$ cat src/hw/rtl/quaternion_vector_rotate_unit_defines.svh
// Assertion macros used by the file that checks the rotate unit.
`ifndef QUATERNION_VECTOR_ROTATE_UNIT_DEFINES_SVH
`define QUATERNION_VECTOR_ROTATE_UNIT_DEFINES_SVH

// The consequent must hold in the same cycle as the antecedent.
`define QVR_ASSERT_NOW(lbl, clk, rstn, ante, cons, msg) \
  lbl: assert property (@(posedge clk) disable iff (!rstn) (ante) |-> (cons)) else $error(msg);

// The consequent must hold in the cycle after the antecedent.
`define QVR_ASSERT_NEXT(lbl, clk, rstn, ante, cons, msg) \
  lbl: assert property (@(posedge clk) disable iff (!rstn) (ante) |=> (cons)) else $error(msg);

`endif

$ cat src/hw/rtl/qvr_pkg.sv
package qvr_pkg;

  localparam int IN_W       = 16;
  localparam int PRD_W      = 32;
  localparam int MAT_W      = 35;
  localparam int MV_W       = 51;
  localparam int N_W        = 53;
  localparam int NUM_W      = 63;
  localparam int DEN_W      = 33;
  localparam int REM_W      = 34;
  localparam int Q_W        = 31;
  localparam int T_W        = 29;
  localparam int ROOT_W     = 16;
  localparam int SQ_W       = 32;
  localparam int CS_W       = 17;
  localparam int TERM_W     = 46;
  localparam int ACC_W      = 48;
  localparam int SAT_W      = 25;
  localparam int OUT_W      = 21;
  localparam int OUT_LIMIT  = 908096;
  localparam int NPRD       = 10;
  localparam int NMAT       = 9;
  localparam int NDIV       = 5;
  localparam int NSQ        = 2;
  localparam int DIV_STAGES = 31;
  localparam int SQ_STAGES  = 16;

  localparam int LANE_TX = 0;
  localparam int LANE_TY = 1;
  localparam int LANE_TZ = 2;
  localparam int LANE_C  = 3;
  localparam int LANE_S  = 4;

  typedef struct packed {
    logic       inval;
    logic       wneg;
    logic [2:0] nneg;
  } div_side_t;

  typedef struct packed {
    logic                  inval;
    logic                  wneg;
    logic signed [T_W-1:0] tx;
    logic signed [T_W-1:0] ty;
    logic signed [T_W-1:0] tz;
  } sq_side_t;

  function automatic logic signed [OUT_W-1:0] sat_out(input logic signed [SAT_W-1:0] v);
    logic signed [SAT_W-1:0] res;
    res = v;
    if (v > SAT_W'(OUT_LIMIT)) begin
      res = SAT_W'(OUT_LIMIT);
    end else if (v < -SAT_W'(OUT_LIMIT)) begin
      res = -SAT_W'(OUT_LIMIT);
    end
    return res[OUT_W-1:0];
  endfunction

endpackage

$ cat src/hw/rtl/qvr_isqrt.sv
module qvr_isqrt (
  input  logic                        clk,
  input  logic                        rst_n,
  input  logic                        en,
  input  logic                        in_valid,
  input  logic [qvr_pkg::Q_W-1:0]     in_rad [qvr_pkg::NSQ],
  input  qvr_pkg::sq_side_t           in_side,
  output logic                        out_valid,
  output logic [qvr_pkg::ROOT_W-1:0]  out_root [qvr_pkg::NSQ],
  output qvr_pkg::sq_side_t           out_side
);

  localparam int NS = qvr_pkg::SQ_STAGES;

  logic [qvr_pkg::SQ_W-1:0] n_r     [NS][qvr_pkg::NSQ];
  logic [qvr_pkg::SQ_W-1:0] n_nxt   [NS][qvr_pkg::NSQ];
  logic [qvr_pkg::SQ_W-1:0] res_r   [NS][qvr_pkg::NSQ];
  logic [qvr_pkg::SQ_W-1:0] res_nxt [NS][qvr_pkg::NSQ];
  qvr_pkg::sq_side_t        side_r  [NS];
  logic [NS-1:0]            vld_r;

  always_comb begin
    logic [qvr_pkg::SQ_W-1:0] pn;
    logic [qvr_pkg::SQ_W-1:0] pres;
    logic [qvr_pkg::SQ_W-1:0] bitv;
    for (int k = 0; k < NS; k++) begin
      bitv = qvr_pkg::SQ_W'(1) << (2 * (NS - 1 - k));
      for (int l = 0; l < qvr_pkg::NSQ; l++) begin
        if (k == 0) begin
          pn   = qvr_pkg::SQ_W'(in_rad[l]);
          pres = '0;
        end else begin
          pn   = n_r[k-1][l];
          pres = res_r[k-1][l];
        end
        if (pn >= pres + bitv) begin
          n_nxt[k][l]   = pn - (pres + bitv);
          res_nxt[k][l] = (pres >> 1) + bitv;
        end else begin
          n_nxt[k][l]   = pn;
          res_nxt[k][l] = pres >> 1;
        end
      end
    end
  end

  always_ff @(posedge clk) begin
    if (!rst_n) begin
      vld_r <= '0;
    end else if (en) begin
      vld_r <= {vld_r[NS-2:0], in_valid};
    end
  end

  always_ff @(posedge clk) begin
    if (en) begin
      n_r       <= n_nxt;
      res_r     <= res_nxt;
      side_r[0] <= in_side;
      for (int k = 1; k < NS; k++) begin
        side_r[k] <= side_r[k-1];
      end
    end
  end

  always_comb begin
    for (int l = 0; l < qvr_pkg::NSQ; l++) begin
      out_root[l] = res_r[NS-1][l][qvr_pkg::ROOT_W-1:0];
    end
  end

  assign out_valid = vld_r[NS-1];
  assign out_side  = side_r[NS-1];

endmodule

$ cat config.mk
export PLATFORM = sky130hd
export DESIGN_NAME = qvr_isqrt
export DESIGN_NICKNAME = d
export VERILOG_FILES = /design/src/hw/rtl/quaternion_vector_rotate_unit_defines.svh /design/src/hw/rtl/qvr_pkg.sv /design/src/hw/rtl/qvr_isqrt.sv
export SDC_FILE = /design/constraint.sdc
export NUM_CORES = 2
export LEC_CHECK = 0
export BUFFER_PORTS_ARGS = -buffer_cell sky130_fd_sc_hd__buf_2
export CORE_MARGIN = 5
export CORE_UTILIZATION = 55
export DETAILED_ROUTE_END_ITERATION = 8
export PLACE_DENSITY = 0.73
export SYNTH_ARGS = -nofsm -noshare
export SYNTH_HDL_FRONTEND = slang
export SYNTH_SLANG_ARGS = --single-unit
export TNS_END_PERCENT = 10
$ cat constraint.sdc
create_clock -name clk -period 3.4 [get_ports clk]
set_clock_uncertainty 0.15 [all_clocks]
set_input_delay 0.51 -clock clk [delete_from_list [all_inputs] [get_ports clk]]
set_output_delay 0.51 -clock clk [all_outputs]
set_load 0.01 [all_outputs]
# Yosys cells after proc, flatten, opt, wreduce, memory -nomap -nowiden
# Memory sizes are Yosys's and may differ from the RTL's.
# Cells that the tools add are included.
[word_totals]
ff_bits = 1968
mem_bits_rw = 1424
inputBits = 155
out_inout_bits = 122
elab_cells = 280
mem_count = 1
[memory_table]
columns = ["memory", "depth", "width", "read_ports", "rd_ports_with_merged_regs", "wr", "line", "source"]
rows = [
  ["side_r", 16, 89, 16, 0, 16, "qvr_isqrt.sv:19", "qvr_pkg::sq_side_t side_r [NS];"],
]
[classes]
addsub = 90
n_lt_le_gt_ge = 32
n_mux = 64
[ops]
columns = ["operator", "n"]
rows = [
  ["$mux 31", 32],
  ["$ge 32x32->1", 30],
  ["$mux 32", 28],
  ["$sub 32x32->32", 28],
  ["$add 31x11->32 const B", 2],
  ["$add 31x13->32 const B", 2],
  ["$add 31x15->32 const B", 2],
  ["$add 31x17->32 const B", 2],
  ["$add 31x19->32 const B", 2],
  ["$add 31x21->32 const B", 2],
  ["$add 31x23->32 const B", 2],
  ["$add 31x25->32 const B", 2],
  ["$add 31x27->32 const B", 2],
  ["$add 31x29->32 const B", 2],
  ["$add 31x3->32 const B", 2],
  ["$add 31x5->32 const B", 2],
  ["$add 31x7->32 const B", 2],
  ["$add 31x9->32 const B", 2],
  ["$add 32x1->32 const B", 2],
  ["$add 32x11->32 const B", 2],
  ["$add 32x13->32 const B", 2],
  ["$add 32x15->32 const B", 2],
  ["$add 32x17->32 const B", 2],
  ["$add 32x19->32 const B", 2],
  ["other kinds (14)", 28],
]

# Logic depth before layout (Yosys ltp)
[depth]
depth_word = 3
mapped_depth = 12
depth_no_buf = 10

# Worst setup path before layout
# OpenSTA, ideal clock, no wires.
[synth_path]
path_type = "reg-to-reg"
from = "register n_r[173] (netlist bit)"
to = "register n_r[117] (netlist bit) (data pin)"
setup_ps = 258
arrival_time_ps = 2502
t_required_ps = 2992
slack_ps = 491
stages_incl_launch_ff = 10
n_path_buf = 1
period_less_slack_ps = 2909
cell_sequence = "edfxtp_1 > ha_1 > clkbuf_1 > nand4_1 > nor4_1 > a21oi_1 > nor2b_1 > a32oi_1 > or3b_2 > xnor2_1"
[synth_lines]
columns = ["item", "line", "source"]
rows = [
  ["start: declaration", "qvr_isqrt.sv:15", "logic [qvr_pkg::SQ_W-1:0] n_r [NS][qvr_pkg::NSQ];"],
  ["start signal: assignment", "qvr_isqrt.sv:57", "n_r <= n_nxt;"],
]

==> metrics.txt <==
async set-reset flop share out of synthesis=0%; relative slew slack=50.19%; DR iter-0 viols=3423; EDFF count, synth=2656; Design Power=76.95 mW; Layout area overhead=14.58%; port bufs=276; Inserted Diodes=0; Peak VDD IR=622.7 µV; GPL Wtd Cong=0.9360; area leader, netlist=edfxtp_1; antenna violations before repair=0; H-tree depth=5; Tot GR Track Use=16.49%; 1st-pass router iterations=6; first-pass GRT wire length=259200 µm; worst-case clock buffer depth=4; Critical Path Sink Type=flop; nets=7153; Setup crit start=n_r[428]; unrepaired setup endpoints after global routing=true; CP Max Fanout=10; Ys Warns=0; maximum number of pins on one net before global-route repair=109; Worst-Skew Late Latency=0.90 ns; site row count=158; register area share after synthesis=78.48%; Final Hold Vio Count=0; WL final=159700 µm; setup ws final=0.09742 ns; status=finished clean; Static Leakage=42.51 nW; max cap viols=0; CTS tree=done; Die ar.=0.1942 mm²; fin crit share=97.13%; CORE AREA=0.1850 mm²; top post-synthesis cells by area=edfxtp_1 (78%), ha_1 (3.6%), xor2_1 (1.7%); die width=440.7 µm; setup slack at placement=0.08564 ns; Initial Utilization=55.14%; commonest non-fill, non-tap cell in the layout=edfxtp_1; most frequent cells in the layout=edfxtp_1 (2656), inv_1 (356), ha_1 (296); grt ovf=0; CP Launch Type=flop; clock slew at the register clock pins of the worst setup and hold paths=0.06 ns; Root Driver=clkbuf_16; routed length per instance=17.01 µm; reg2reg path depth=9; Synth top area share=78.17%; vias in the first global route=49910; actual slew at the worst max-slew pin=0.7355 ns; post-route cell area=0.1169 mm²; Top FF cell, synth=edfxtp_1; worst r2r src=n_r[428]; Crit Path Category=flop to flop; post-synthesis area per instance=16.91 µm²; Worst Path Required=3.83 ns; Arr. time, crit path=3.73 ns; FF+latch count, synth=2672; HPWL Detailed=99070 µm; power per cell area=658.2 mW/mm²; Netlist cell types=86; Antenna Nets Post-Route=0; clock buffer count from CTS=282; type of the worst min-delay path=input port to flop; Final min period=3.303 ns; CTS sink count=2672; via count=49480; Max Clk Rate=0.3028 GHz; IO Count=277; Die Y=440.7 µm; capture point of the worst reg-to-reg path=n_r[377]; final setup fails=0; R2R setup slack=0.1 ns; layout cells sized above 1=11.96%; Mapped Area=0.1020 mm²; vias per cell=5.271; Worst setup endpoint=n_r[377]; Slew Limit Fails=0; DP Area=0.1068 mm²; DRC errors left=0; synthesized netlist cell count=6033; Total Neg Setup Slack=0 ns
-- cell type report --
cell class / instances / area [µm²]
clock buffers: 345 / 7421
well taps: 2480 / 3103
clock inverters: 143 / 1159
multi-input cells: 2848 / 19690
flip-flops and latches: 2672 / 80080
inverters: 357 / 1340
repair buffers: 541 / 4124
fillers: 12780 / 68130
-- what timing repair did --
item | in CTS | in global routing
hold endpoints to repair | 182 | 0
setup endpoints to repair | 0 | 8
buffers inserted | 0 | 2
hold buffers | 155 | 0
resized for setup | 0 | 3
-- sequential cells by signal, summed over array words and instances, names as in the netlist --
signal	cells
side_r	1424
n_r	960
res_r	240
out_root	32
vld_r	16
-- through the flow --
stage | utilization (%) | cells | hold slack [ns]
6_report | 63.18 | 9386 | 0.1527
5_1_grt | 63.18 | 9386 | 0.09319
4_1_cts | 63.17 | 9384 | 0.04893
3_5_place_dp | 57.69 | 8741 | 0.2545
3_3_place_gp | 57.69 | 8741 | 0.2501
2_1_floorplan | - | 6036 | 0.2503
-- layer usage --
metal / GRT usage, % / wire (µm)
met1: 21.96 / 69690
met2: 27.16 / 77470
met3: 3.304 / 7296
met4: 6.238 / 5207
met5: 0 / 0
-- critical path, stage by stage (launching register included) --
cell and delay (ns):
edfxtp_1 0.40, ha_1 0.38, nor2b_1 0.19, o31ai_1 0.11, a21oi_1 0.31, a31oi_1 0.14
o41a_1 0.60, buf_4 0.20, nor4b_1 0.40, xor2_1 0.14
-- cell usage after synthesis, types with 35 or more instances --
cell / count
or3_1: 65
nand2b_1: 55
clkbuf_1: 50
a21o_1: 78
edfxtp_1: 2656
nand2_1: 252
xnor2_1: 191
nand3_1: 54
ha_1: 296
nor3_1: 123
nor4_1: 136
inv_1: 356
a21oi_1: 235
nor2b_1: 67
o21a_1: 65
nand4_1: 62
a211oi_1: 35
buf_4: 91
xor2_1: 201
o21ai_0: 230
nor2_1: 258
-- worst min path at each step --
| stage | to | depth (start not counted) | startpoint |
|---|---|---|---|
| 3_5_place_dp | side_r[0][120] | 0 | side_r[0][31] |
| 2_1_floorplan | side_r[0][100] | 0 | side_r[0][11] |
| 6_report | n_r[1018] | 2 | in_rad[57] |
| 3_3_place_gp | side_r[0][568] | 0 | side_r[0][479] |
| 5_1_grt | res_r[1022] | 2 | in_rad[61] |
| 4_1_cts | n_r[1021] | 2 | in_rad[60] |
-- cell families (layout without fill, tap and decap cells) --
| group | after synthesis | count (layout) | share of synthesized area, % |
|---|---|---|---|
| fa+ha+maj | 296 | 296 | 3.630 |
| compound gates | 833 | 833 | 5.089 |
| mux | 44 | 44 | 0.4635 |
| xor+xnor | 392 | 392 | 3.365 |
| simple gates | 1279 | 1279 | 6.709 |
| buf+inv | 516 | 1386 | 2.256 |
| other cells | 1 | 4 | 0.003675 |
| flops | 2672 | 2672 | 78.48 |
-- report_power, final --
group          switching (mW)  internal [mW]
logic                    4.02           3.10
clock network            11.6           16.8
registers                1.59           39.8
total                    17.2           59.7
Note: power is estimated with default switching activity, not from simulation.
